## config.mk

```make
export PLATFORM = sky130hd
export DESIGN_NAME = easing_curve_evaluator_core
export DESIGN_NICKNAME = d
export VERILOG_FILES = /design/src/sv/eze_pkg.sv /design/src/sv/eze_mul.sv /design/src/sv/eze_div.sv /design/src/sv/easing_curve_evaluator_core.sv
export SDC_FILE = /design/constraint.sdc
export NUM_CORES = 2
export LEC_CHECK = 0
export BUFFER_PORTS_ARGS = -buffer_cell sky130_fd_sc_hd__buf_2
export CORE_UTILIZATION = 40
export CTS_CLUSTER_DIAMETER = 30
export CTS_CLUSTER_SIZE = 8
export DETAILED_ROUTE_END_ITERATION = 12
export PLACE_DENSITY = 0.63
export SKIP_LAST_GASP = 1
export SLEW_MARGIN = 30
export SYNTH_ARGS = -nofsm -noshare
export SYNTH_HDL_FRONTEND = slang
export SYNTH_HIERARCHICAL = 1
export SYNTH_SLANG_ARGS = --single-unit
```

## constraint.sdc

```tcl
create_clock -name clk -period 14.3 [get_ports clk]
set_clock_uncertainty 0.05 [all_clocks]
set_input_delay 3.575 -clock clk [delete_from_list [all_inputs] [get_ports clk]]
set_output_delay 3.575 -clock clk [all_outputs]
set_load 0.05 [all_outputs]
```

## src/sv/eze_pkg.sv

```systemverilog
// ----------------------------------------------------------------------------
// eze_pkg: shared types and constants of the easing curve evaluator
// Curve and step-position codes, port widths, output limits, sequencer states.
// ----------------------------------------------------------------------------
package eze_pkg;

	// port widths fixed by the item format
	localparam int KIND_W  = 3;
	localparam int COUNT_W = 10;
	localparam int POS_W   = 2;
	localparam int UQ_W    = 17;
	localparam int SQ_W    = 19;

	// output saturation limits (signed Q2.16)
	localparam int OUT_MAX = 262143;
	localparam int OUT_MIN = -262144;

	// curve codes
	localparam logic [KIND_W-1:0] KIND_LINEAR      = 3'd0;
	localparam logic [KIND_W-1:0] KIND_EASE        = 3'd1;
	localparam logic [KIND_W-1:0] KIND_EASE_IN     = 3'd2;
	localparam logic [KIND_W-1:0] KIND_EASE_OUT    = 3'd3;
	localparam logic [KIND_W-1:0] KIND_EASE_IN_OUT = 3'd4;
	localparam logic [KIND_W-1:0] KIND_CUBIC       = 3'd5;
	localparam logic [KIND_W-1:0] KIND_STEPS       = 3'd6;
	localparam logic [KIND_W-1:0] KIND_RSVD        = 3'd7;  // unused, behaves as ease

	// step positions
	localparam logic [POS_W-1:0] POS_JUMP_END   = 2'd0;
	localparam logic [POS_W-1:0] POS_JUMP_START = 2'd1;
	localparam logic [POS_W-1:0] POS_JUMP_NONE  = 2'd2;
	localparam logic [POS_W-1:0] POS_JUMP_BOTH  = 2'd3;

	// sequencer states
	typedef enum logic [4:0] {
		ST_IDLE,
		ST_PRE,
		ST_SQ,
		ST_SQ2,
		ST_CUBE,
		ST_SMUL,
		ST_SDIV,
		ST_B0,
		ST_B1,
		ST_B2,
		ST_B3,
		ST_B4,
		ST_B5,
		ST_B6,
		ST_B7,
		ST_B8,
		ST_D1,
		ST_D2,
		ST_D3,
		ST_DIV,
		ST_OUT
	} eze_state_t;

endpackage

```

## src/sv/eze_mul.sv

```systemverilog
// ----------------------------------------------------------------------------
// eze_mul: shared fixed-point multiplier
// Signed product scaled down by the fraction width (floor), registered.
// ----------------------------------------------------------------------------
module eze_mul #(
	parameter int IW = 26,
	parameter int F  = 16
) (
	input  logic                 clk,
	input  logic signed [IW-1:0] a,
	input  logic signed [IW-1:0] b,
	output logic signed [IW-1:0] p
);

	logic signed [2*IW-1:0] prod;
	logic signed [IW-1:0]   p_q;

	// full product, arithmetic shift rounds toward minus infinity
	assign prod = a * b;

	always_ff @(posedge clk) begin
		p_q <= IW'(prod >>> F);
	end

	assign p = p_q;

endmodule

```

## src/sv/eze_div.sv

```systemverilog
// ----------------------------------------------------------------------------
// eze_div: shared signed divider
// Restoring division, one quotient bit per cycle, truncation toward zero.
// ----------------------------------------------------------------------------
module eze_div #(
	parameter int DW = 46,
	parameter int VW = 30
) (
	input  logic                 clk,
	input  logic                 arst_n,
	input  logic                 start,
	input  logic signed [DW-1:0] dividend,
	input  logic signed [VW-1:0] divisor,
	output logic                 busy,
	output logic                 done,
	output logic signed [DW:0]   quotient
);

	localparam int CW = $clog2(DW + 1);

	logic [DW-1:0] quo_q;
	logic [VW-1:0] rem_q;
	logic [VW-1:0] dvs_q;
	logic          neg_q;
	logic [CW-1:0] cnt_q;
	logic          busy_q;
	logic          done_q;

	logic [DW-1:0] dnd_mag;
	logic [VW-1:0] dvs_mag;
	logic [VW:0]   trial;
	logic          fits;

	// operand magnitudes
	assign dnd_mag = dividend[DW-1] ? DW'(-dividend) : DW'(dividend);
	assign dvs_mag = divisor[VW-1] ? VW'(-divisor) : VW'(divisor);

	// trial subtract of one step
	assign trial = {rem_q, quo_q[DW-1]};
	assign fits  = (trial >= {1'b0, dvs_q});

	// control
	always_ff @(posedge clk or negedge arst_n) begin
		if (!arst_n) begin
			busy_q <= 1'b0;
			done_q <= 1'b0;
			cnt_q  <= '0;
		end else begin
			done_q <= 1'b0;
			if (start) begin
				busy_q <= 1'b1;
				cnt_q  <= CW'(DW);
			end else if (busy_q) begin
				cnt_q <= cnt_q - 1'b1;
				if (cnt_q == CW'(1)) begin
					busy_q <= 1'b0;
					done_q <= 1'b1;
				end
			end
		end
	end

	// datapath
	always_ff @(posedge clk) begin
		if (start) begin
			quo_q <= dnd_mag;
			rem_q <= '0;
			dvs_q <= dvs_mag;
			neg_q <= dividend[DW-1] ^ divisor[VW-1];
		end else if (busy_q) begin
			quo_q <= {quo_q[DW-2:0], fits};
			rem_q <= fits ? VW'(trial - {1'b0, dvs_q}) : VW'(trial);
		end
	end

	assign busy     = busy_q;
	assign done     = done_q;
	assign quotient = neg_q ? -$signed({1'b0, quo_q}) : $signed({1'b0, quo_q});

endmodule

```

## src/sv/easing_curve_evaluator_core.sv

```systemverilog
// ----------------------------------------------------------------------------
// easing_curve_evaluator_core: eased value of one progress sample
// Linear, ease, quadratic, cubic Bezier and step curves in fixed point.
// ----------------------------------------------------------------------------
// Usage:
//  Input channel (in_valid / in_stall) carries one beat: curve descriptor and
//  progress. Output channel (out_valid / out_stall) returns one eased value
//  per input beat. in_stall stays high from the accepted beat until its
//  result has been taken, so one item is in flight at a time.
//  Linear curves and clamped ends go straight to the output; quadratic curves
//  take one square and ease a square and a cube; steps take one multiply and a
//  division; cubic Bezier runs up to NEWTON_ITERATIONS Newton updates, each
//  with a division, and stops early on a zero error or a zero slope.
//  The run time of a beat is set by the bit-serial divider, one quotient bit
//  per cycle, and the single multiplier that every product of an iteration
//  goes through.
//  A stalled result holds in its register; the next beat is taken in the
//  cycle after the result is accepted.
//  Reset (arst_n low) returns the sequencer to idle and drops out_valid.
// ----------------------------------------------------------------------------
module easing_curve_evaluator_core
	import eze_pkg::*;
#(
	parameter int FRAC_BITS         = 16,
	parameter int NEWTON_ITERATIONS = 8
) (
	input  logic                     clk,
	input  logic                     arst_n,
	input  logic                     in_valid,
	output logic                     in_stall,
	input  logic [KIND_W-1:0]        curve_kind,
	input  logic [COUNT_W-1:0]       step_count,
	input  logic [POS_W-1:0]         step_position,
	input  logic [UQ_W-1:0]          ctrl_x1,
	input  logic signed [SQ_W-1:0]   ctrl_y1,
	input  logic [UQ_W-1:0]          ctrl_x2,
	input  logic signed [SQ_W-1:0]   ctrl_y2,
	input  logic [UQ_W-1:0]          progress,
	output logic                     out_valid,
	input  logic                     out_stall,
	output logic signed [SQ_W-1:0]   eased_value
);

	localparam int F    = FRAC_BITS;
	localparam int IW   = F + 10;
	localparam int AW   = IW + 4;
	localparam int DW   = AW + F;
	localparam int IT_W = $clog2(NEWTON_ITERATIONS + 1);
	localparam int NW   = COUNT_W + 1;

	localparam logic signed [IW-1:0] ONE    = IW'(1) <<< F;
	localparam logic signed [AW-1:0] ONE_A  = AW'(1) <<< F;

	eze_state_t state_q, state_d;

	// captured item
	logic [KIND_W-1:0]    kind_q;
	logic [POS_W-1:0]     pos_q;
	logic [NW-1:0]        n_q;
	logic signed [IW-1:0] x_q, x1_q, x2_q, y1_q, y2_q;

	// working registers
	logic signed [IW-1:0] t_q, r1_q, r2_q, r3_q, a_q, b_q, c_q;
	logic signed [AW-1:0] acc_q, err_q, dq_q, res_q;
	logic [IT_W-1:0]      iter_q;
	logic                 yph_q;

	// shared units
	logic signed [IW-1:0] mul_a, mul_b, mr;
	logic                 div_start, div_busy, div_done;
	logic signed [DW-1:0] div_dnd;
	logic signed [AW-1:0] div_dvs;
	logic signed [DW:0]   div_q;

	// derived values
	logic                 accept, half, is_ease;
	logic signed [IW-1:0] m_x, mt, v;
	logic signed [AW-1:0] mr_a, mr3, sum, err, dsum;
	logic [NW-1:0]        jumps, step_raw, step;
	logic signed [DW:0]   tn;
	logic signed [IW-1:0] px, ix1, ix2, iy1, iy2;

	eze_mul #(.IW(IW), .F(F)) u_mul (
		.clk (clk),
		.a   (mul_a),
		.b   (mul_b),
		.p   (mr)
	);

	eze_div #(.DW(DW), .VW(AW)) u_div (
		.clk      (clk),
		.arst_n   (arst_n),
		.start    (div_start),
		.dividend (div_dnd),
		.divisor  (div_dvs),
		.busy     (div_busy),
		.done     (div_done),
		.quotient (div_q)
	);

	assign accept = in_valid && !in_stall;

	// input widening and clamping
	assign px  = IW'(progress);
	assign ix1 = IW'(ctrl_x1);
	assign ix2 = IW'(ctrl_x2);
	assign iy1 = IW'(ctrl_y1);
	assign iy2 = IW'(ctrl_y2);

	// curve helpers
	assign m_x     = ONE - x_q;
	assign mt      = ONE - t_q;
	assign half    = (x_q <<< 1) < ONE;
	assign is_ease = !(kind_q inside {KIND_EASE_IN, KIND_EASE_OUT, KIND_EASE_IN_OUT});

	always_comb begin
		case (kind_q)
			KIND_EASE_IN:     v = x_q;
			KIND_EASE_OUT:    v = m_x;
			KIND_EASE_IN_OUT: v = half ? x_q : m_x;
			default:          v = half ? x_q : (m_x <<< 1);
		endcase
	end

	// Bezier sums
	assign mr_a = AW'(mr);
	assign mr3  = mr_a + (mr_a <<< 1);
	assign sum  = acc_q + mr3 + AW'(c_q);
	assign err  = sum - AW'(x_q);
	assign dsum = dq_q + mr3;

	// Newton update of the curve parameter
	assign tn = (DW+1)'(t_q) - div_q;

	// step index and jump count
	always_comb begin
		case (pos_q)
			POS_JUMP_NONE: jumps = (n_q > NW'(1)) ? n_q - NW'(1) : NW'(1);
			POS_JUMP_BOTH: jumps = n_q + NW'(1);
			default:       jumps = n_q;
		endcase
		step_raw = NW'(mr) + ((pos_q == POS_JUMP_START || pos_q == POS_JUMP_BOTH) ?
			NW'(1) : NW'(0));
		step = (step_raw > jumps) ? jumps : step_raw;
	end

	// next state
	always_comb begin
		state_d = state_q;
		case (state_q)
			ST_IDLE: if (in_valid) state_d = ST_PRE;
			ST_PRE: begin
				if (kind_q == KIND_STEPS)
					state_d = ST_SMUL;
				else if (x_q == '0 || x_q >= ONE || kind_q == KIND_LINEAR)
					state_d = ST_OUT;
				else if (kind_q == KIND_CUBIC)
					state_d = ST_B0;
				else
					state_d = ST_SQ;
			end
			ST_SQ:   state_d = ST_SQ2;
			ST_SQ2:  state_d = is_ease ? ST_CUBE : ST_OUT;
			ST_CUBE: state_d = ST_OUT;
			ST_SMUL: state_d = ST_SDIV;
			ST_SDIV: state_d = ST_DIV;
			ST_B0:   state_d = ST_B1;
			ST_B1:   state_d = ST_B2;
			ST_B2:   state_d = ST_B3;
			ST_B3:   state_d = ST_B4;
			ST_B4:   state_d = ST_B5;
			ST_B5:   state_d = ST_B6;
			ST_B6:   state_d = ST_B7;
			ST_B7:   state_d = ST_B8;
			ST_B8: begin
				if (yph_q)
					state_d = ST_OUT;
				else if (err == '0)
					state_d = ST_B0;
				else
					state_d = ST_D1;
			end
			ST_D1: state_d = ST_D2;
			ST_D2: state_d = ST_D3;
			ST_D3: state_d = (dsum == '0) ? ST_B0 : ST_DIV;
			ST_DIV: begin
				if (div_done)
					state_d = (kind_q == KIND_STEPS) ? ST_OUT : ST_B0;
			end
			ST_OUT:  if (!out_stall) state_d = ST_IDLE;
			default: state_d = ST_IDLE;
		endcase
	end

	// outputs and shared-unit controls
	always_comb begin
		mul_a     = x_q;
		mul_b     = x_q;
		div_start = 1'b0;
		div_dnd   = {err_q, F'(0)};
		div_dvs   = dsum;
		in_stall  = (state_q != ST_IDLE);
		out_valid = (state_q == ST_OUT);
		case (state_q)
			ST_SQ: begin
				mul_a = v;
				mul_b = v;
			end
			ST_SQ2: begin
				mul_a = mr;
				mul_b = v;
			end
			ST_SMUL: begin
				mul_a = x_q;
				mul_b = IW'(n_q);
			end
			ST_SDIV: begin
				div_start = 1'b1;
				div_dnd   = DW'(step) <<< F;
				div_dvs   = AW'(jumps);
			end
			ST_B0: begin
				mul_a = mt;
				mul_b = mt;
			end
			ST_B1: begin
				mul_a = mt;
				mul_b = t_q;
			end
			ST_B2: begin
				mul_a = t_q;
				mul_b = t_q;
			end
			ST_B3: begin
				mul_a = r1_q;
				mul_b = t_q;
			end
			ST_B4: begin
				mul_a = r2_q;
				mul_b = t_q;
			end
			ST_B5: begin
				mul_a = r3_q;
				mul_b = t_q;
			end
			ST_B6: begin
				mul_a = a_q;
				mul_b = yph_q ? y1_q : x1_q;
			end
			ST_B7: begin
				mul_a = b_q;
				mul_b = yph_q ? y2_q : x2_q;
			end
			ST_B8: begin
				mul_a = r1_q;
				mul_b = x1_q;
			end
			ST_D1: begin
				mul_a = r2_q;
				mul_b = x2_q - x1_q;
			end
			ST_D2: begin
				mul_a = r3_q;
				mul_b = ONE - x2_q;
			end
			ST_D3: div_start = (dsum != '0);
			default: ;
		endcase
	end

	// sequencer state
	always_ff @(posedge clk or negedge arst_n) begin
		if (!arst_n) begin
			state_q <= ST_IDLE;
			iter_q  <= '0;
			yph_q   <= 1'b0;
		end else begin
			state_q <= state_d;
			case (state_q)
				ST_PRE: begin
					iter_q <= '0;
					yph_q  <= 1'b0;
				end
				ST_B8:  if (!yph_q && err == '0) yph_q <= 1'b1;
				ST_D3:  if (dsum == '0) yph_q <= 1'b1;
				ST_DIV: begin
					if (div_done && kind_q != KIND_STEPS) begin
						iter_q <= iter_q + 1'b1;
						if (iter_q == IT_W'(NEWTON_ITERATIONS - 1))
							yph_q <= 1'b1;
					end
				end
				default: ;
			endcase
		end
	end

	// datapath registers
	always_ff @(posedge clk) begin
		if (accept) begin
			kind_q <= curve_kind;
			pos_q  <= step_position;
			n_q    <= (step_count == '0) ? NW'(1) : NW'(step_count);
			x_q    <= (px > ONE) ? ONE : px;
			x1_q   <= (ix1 > ONE) ? ONE : ix1;
			x2_q   <= (ix2 > ONE) ? ONE : ix2;
			y1_q   <= iy1;
			y2_q   <= iy2;
		end
		case (state_q)
			ST_PRE: begin
				t_q <= x_q;
				if (x_q == '0)
					res_q <= '0;
				else if (x_q >= ONE)
					res_q <= ONE_A;
				else
					res_q <= AW'(x_q);
			end
			ST_SQ2: begin
				case (kind_q)
					KIND_EASE_IN:     res_q <= mr_a;
					KIND_EASE_OUT:    res_q <= ONE_A - mr_a;
					KIND_EASE_IN_OUT: res_q <= half ? (mr_a <<< 1) : ONE_A - (mr_a <<< 1);
					default:          res_q <= res_q;
				endcase
			end
			ST_CUBE: res_q <= half ? (mr_a <<< 2) : ONE_A - (mr_a >>> 1);
			ST_B1: r1_q <= mr;
			ST_B2: r2_q <= mr;
			ST_B3: r3_q <= mr;
			ST_B4: a_q  <= mr;
			ST_B5: b_q  <= mr;
			ST_B6: c_q  <= mr;
			ST_B7: acc_q <= mr3;
			ST_B8: begin
				err_q <= err;
				if (yph_q)
					res_q <= sum;
			end
			ST_D1: dq_q <= mr3;
			ST_D2: dq_q <= dq_q + (mr_a <<< 2) + (mr_a <<< 1);
			ST_DIV: begin
				if (div_done) begin
					if (kind_q == KIND_STEPS)
						res_q <= AW'(div_q);
					else if (tn < 0)
						t_q <= '0;
					else if (tn > (DW+1)'(ONE))
						t_q <= ONE;
					else
						t_q <= IW'(tn);
				end
			end
			default: ;
		endcase
	end

	// saturate to the output range
	always_comb begin
		if (res_q > AW'(OUT_MAX))
			eased_value = SQ_W'(OUT_MAX);
		else if (res_q < AW'(OUT_MIN))
			eased_value = SQ_W'(OUT_MIN);
		else
			eased_value = SQ_W'(res_q);
	end

`ifndef SYNTHESIS
	// a finished result blocks new beats
	a_out_blocks_in: assert property (@(posedge clk) disable iff (!arst_n)
		out_valid |-> in_stall)
		else $error("input taken while a result is pending");

	// divider runs after every start
	a_div_start: assert property (@(posedge clk) disable iff (!arst_n)
		div_start |=> div_busy)
		else $error("divider did not start");

	// no start while the divider works
	a_div_idle: assert property (@(posedge clk) disable iff (!arst_n)
		div_start |-> !div_busy)
		else $error("divider restarted while busy");

	// Newton parameter stays in [0, 1] at each pass
	a_t_range: assert property (@(posedge clk) disable iff (!arst_n)
		(state_q == ST_B0) |-> (t_q >= 0 && t_q <= ONE))
		else $error("Bezier parameter out of range");

	// iteration count bounded
	a_iter: assert property (@(posedge clk) disable iff (!arst_n)
		iter_q <= IT_W'(NEWTON_ITERATIONS))
		else $error("too many Newton iterations");
`endif

endmodule

```

==> results by stage <==
Critical path:
- At the worst endpoint, the arrival time is 11.36 ns.
- Data on the critical path is required at its endpoint by 14.88 ns.
- The classification of the worst setup path is flop to flop.
- In this design, the stage delay of the slowest critical-path cell is 0.56 ns.
- The nature of the critical path startpoint is a flop.
- The worst setup path is captured at a flop.
- The maximum net fanout on the critical path is 25.
- The cell with the largest stage delay on the worst path is sky130_fd_sc_hd__fa_1.

Placement:
- The cell count after placement is 9300.
- The detailed-placement wirelength estimate is 176200 um.
- Input and output buffers added on the ports amount to 128.
- At the end of routability-driven placement, the weighted congestion stood at 1.029.

Cells and area:
- At the end of the flow, the number of nets in the layout was 8440.
- For this run, the number of standard cells in the final layout without fillers is roughly 9500.
- Of the cells placed in the final design, the portion with a size suffix greater than 1 is 8.811%.
- In the final layout, the multi-input gates occupy 44400 sq um.
- The area growth from synthesis to layout is 12.64%.
- Fill cells in the final layout number 15337.
- Across the whole layout, storage elements account for 16020 sq um.
- The library cells used most frequently in the layout, excluding fill and tap cells, are sky130_fd_sc_hd__inv_1 (922), sky130_fd_sc_hd__nand2_1 (751), sky130_fd_sc_hd__fa_1 (650), sky130_fd_sc_hd__edfxtp_1 (481), sky130_fd_sc_hd__ha_1 (409).
- The commonest non-fill, non-tap cell in the layout is sky130_fd_sc_hd__inv_1.

GRT:
- The pin count of the biggest net entering global routing is 130.
- The total overflow left after global routing is 0.
- The number of global-route vias before repair is 55186.
- The first global-routing pass estimated 346700 um of wire.
- The initial antenna violation count is 13.
- In the global route stage, overall resource usage came out at 28.15%.

Floorplan:
- The placeable core region is 160600 sq um.
- 129 I/O pins were placed.
- The floorplan step set the die width to between 400 and 500 um.
- The die boundary height is about 400 um.
- The cell row count is 147.
- The full die area is 163200 sq um.
- The initial utilization of the core area, before any placement, comes to 40.27%.

STA:
- The share of the clock period used by the worst path after layout is between 70% and 80%.
- The total negative slack for setup checks is 0 ns.
- Setup repair after global routing left no endpoint under its margin.
- The worst path in the final design needs a cycle of about 11 ns, including I/O delays and setup.
- The actual transition at the worst max-transition pin is 1.060 ns.
- The max-slew violation count is 0.
- For this run, the top clock speed supported by timing is 92.77 MHz.
- In this run the tightest slew margin relative to its limit is 28.79%.
- Setup violations remaining at the end of the flow were counted as 0.
- The hold violation total from the final report was 0.

CTS:
- At the later pin of the worst-skew pair, clock insertion delay measures 0.76 ns.
- Clock tree synthesis selected as its root buffer the cell sky130_fd_sc_hd__clkbuf_16.
- TritonCTS created around 130 clock buffers.
- Once the clock tree was built, the setup fixing pass inserted 0 buffers.
- After clock tree synthesis, the clock-pin slew on the worst setup and hold paths is 0.05 ns.
- The H-tree was split into 4 levels.
- The total number of clock tree sinks is 555.
- The total of cells resized after clock tree synthesis is 0.
- The clock passes through at most 3 buffers.
- TritonCTS built the clock tree.
- Hold repair after CTS inserted 0 buffers.

Drt:
- The number of DRC violations after detailed-routing iteration 0 is 6135.
- The average wire per cell in the routed design is 24.33 um.
- The final layout contains routed wiring with a total length of 232200 um.
- The final routed DRC violation total is 0.
- The total vias in the final route is 55742.
- The count of nets left with antenna violations once routing finished came out at 0.
- The number of iterations in the first detailed-routing pass is 8.
- After detailed routing, the number of vias per cell comes to 5.842.

Synthesis:
- Counting flops and latches in the post-synthesis netlist gives 555.
- The number of distinct standard cells referenced by the synthesized netlist is between 100 and 150.
- For this run, the register share of the synthesized area comes to 24.77%.
- In this run the mean area of a mapped cell was roughly 9.0 sq um.
- The count of flip-flops with a built-in enable after synthesis is 481.
- The proportion of synthesized flip-flops having asynchronous set or reset is 3.243%.
- The largest total area in the synthesized netlist belongs to sky130_fd_sc_hd__edfxtp_1.
- Of the post-synthesis cell area, the dominant cell type holds 22.34%.
- Yosys printed 6 warnings.
- For this run, the leading register cell type out of synthesis is sky130_fd_sc_hd__edfxtp_1.
- The synthesized instance count is 7152.
- The summed instance area of the synthesized netlist is 64650 sq um.
- Sorting the synthesized cells by area gives the leading types as sky130_fd_sc_hd__edfxtp_1 (22%), sky130_fd_sc_hd__fa_1 (20%), sky130_fd_sc_hd__ha_1 (7.9%).

Job:
- Max-cap violations in this run came to 0.

Min path:
- The min-delay analysis places its worst path in the category flop to flop.

Status:
- The run finished with clean final reports.
final timing paths:
kind	start	to	depth (start not counted)	slack, ns
setup / recovery	x_q[1]	u_mul/p[22]	35	3.52
hold / removal	u_div/rem_q[14]	u_div/rem_q[14]	2	0.44
setup reg to reg	x_q[1]	u_mul/p[22]	35	3.52
hold reg to reg	u_div/rem_q[14]	u_div/rem_q[14]	2	0.44
max in group asynchronous	arst_n	u_div/cnt_q[0]	1	11.06
min in group asynchronous	arst_n	u_div/cnt_q[4]	1	2.76
metrics by stage:
stage / utilization, % / hold slack, ns / worst slack (ns) / cell area (sq um)
3_5_place_dp: 42.54 / 0.4302 / 3.667 / 68310
4_1_cts: 45.34 / 0.4380 / 3.589 / 72800
6_report: 45.35 / 0.4352 / 3.520 / 72820
2_1_floorplan: - / 0.4030 / 4.294 / 64900
5_1_grt: 45.35 / 0.4724 / 2.881 / 72810
3_3_place_gp: 42.53 / 0.4193 / 3.745 / 68290
final cells by class:
type                       count  share of cell area, %
clock buffer                 152                  4.667
tap                         2160                  3.711
clock inverter                85                  1.512
antenna                        5                0.01718
sequential                   555                  21.99
inverter                     929                  4.792
timing repair buffer         267                  2.335
multi-input combinational   5389                  60.97
state kept, by name, indices dropped and copies added (netlist names), 26 cells and up:
signal,cells
a_q,26
acc_q,28
r3_q,26
u_div/dvs_q,30
r2_q,26
dq_q,30
u_div/quo_q,46
t_q,26
c_q,26
b_q,26
u_mul/p,26
u_div/rem_q,30
r1_q,26
err_q,30
res_q,30
routing by layer:
| metal | up-vias | track usage [%] | routed length [um] |
|---|---|---|---|
| met5 | - | 0 | 40 |
| met4 | 4 | 13.96 | 12070 |
| met3 | 544 | 4.912 | 21410 |
| met2 | 2908 | 44.63 | 105700 |
| met1 | 27556 | 37.03 | 92990 |
| li1 | 24730 | - | - |
critical path, delay by kind of cell (launching register included):
family,cells,cell delay [ns]
adder cells (fa/ha/maj),10,4.46
AO/OA/AOI/OAI,7,1.67
AND/OR/NAND/NOR,10,2.97
buffers and inverters,8,1.00
flip-flops,1,0.50
kinds of logic after synthesis:
logic type / Yosys count / share of synthesized area, %
other: 1 / 0.005800
XOR/XNOR: 442 / 5.988
buffers and inverters: 1273 / 7.445
AND/OR/NAND/NOR: 2211 / 16.70
multiplexers: 55 / 0.8999
adder cells (fa/ha/maj): 1059 / 28.04
AO/OA/AOI/OAI: 1556 / 16.15
flip-flops: 555 / 24.77
synthesized netlist by cell type (31+ instances only):
cell type                  count
sky130_fd_sc_hd__a21o_1       95
sky130_fd_sc_hd__xor2_1      147
sky130_fd_sc_hd__clkbuf_1    323
sky130_fd_sc_hd__a31oi_1      47
sky130_fd_sc_hd__nor4_1       53
sky130_fd_sc_hd__a211oi_1     61
sky130_fd_sc_hd__inv_1       924
sky130_fd_sc_hd__ha_1        409
sky130_fd_sc_hd__nand3_1     130
sky130_fd_sc_hd__and2_1      320
sky130_fd_sc_hd__nor2b_1      99
sky130_fd_sc_hd__nand2_1     754
sky130_fd_sc_hd__a222oi_1     34
sky130_fd_sc_hd__o31ai_1      43
sky130_fd_sc_hd__nor2_1      405
sky130_fd_sc_hd__nand4_1      56
sky130_fd_sc_hd__o21ai_0     318
sky130_fd_sc_hd__a221oi_1     54
sky130_fd_sc_hd__o21a_1       63
sky130_fd_sc_hd__nand2b_1     66
sky130_fd_sc_hd__or3_1        49
sky130_fd_sc_hd__xnor2_1     295
sky130_fd_sc_hd__a22oi_1      85
sky130_fd_sc_hd__and3_1       53
sky130_fd_sc_hd__a21oi_1     401
sky130_fd_sc_hd__edfxtp_1    481
sky130_fd_sc_hd__o211ai_1     31
sky130_fd_sc_hd__fa_1        650
sky130_fd_sc_hd__nor3_1      124
sky130_fd_sc_hd__dfxtp_1      56
Power is left out: the tool's default activity adds up to more than one toggle a clock period on the data nets, which glitch-free logic cannot reach.
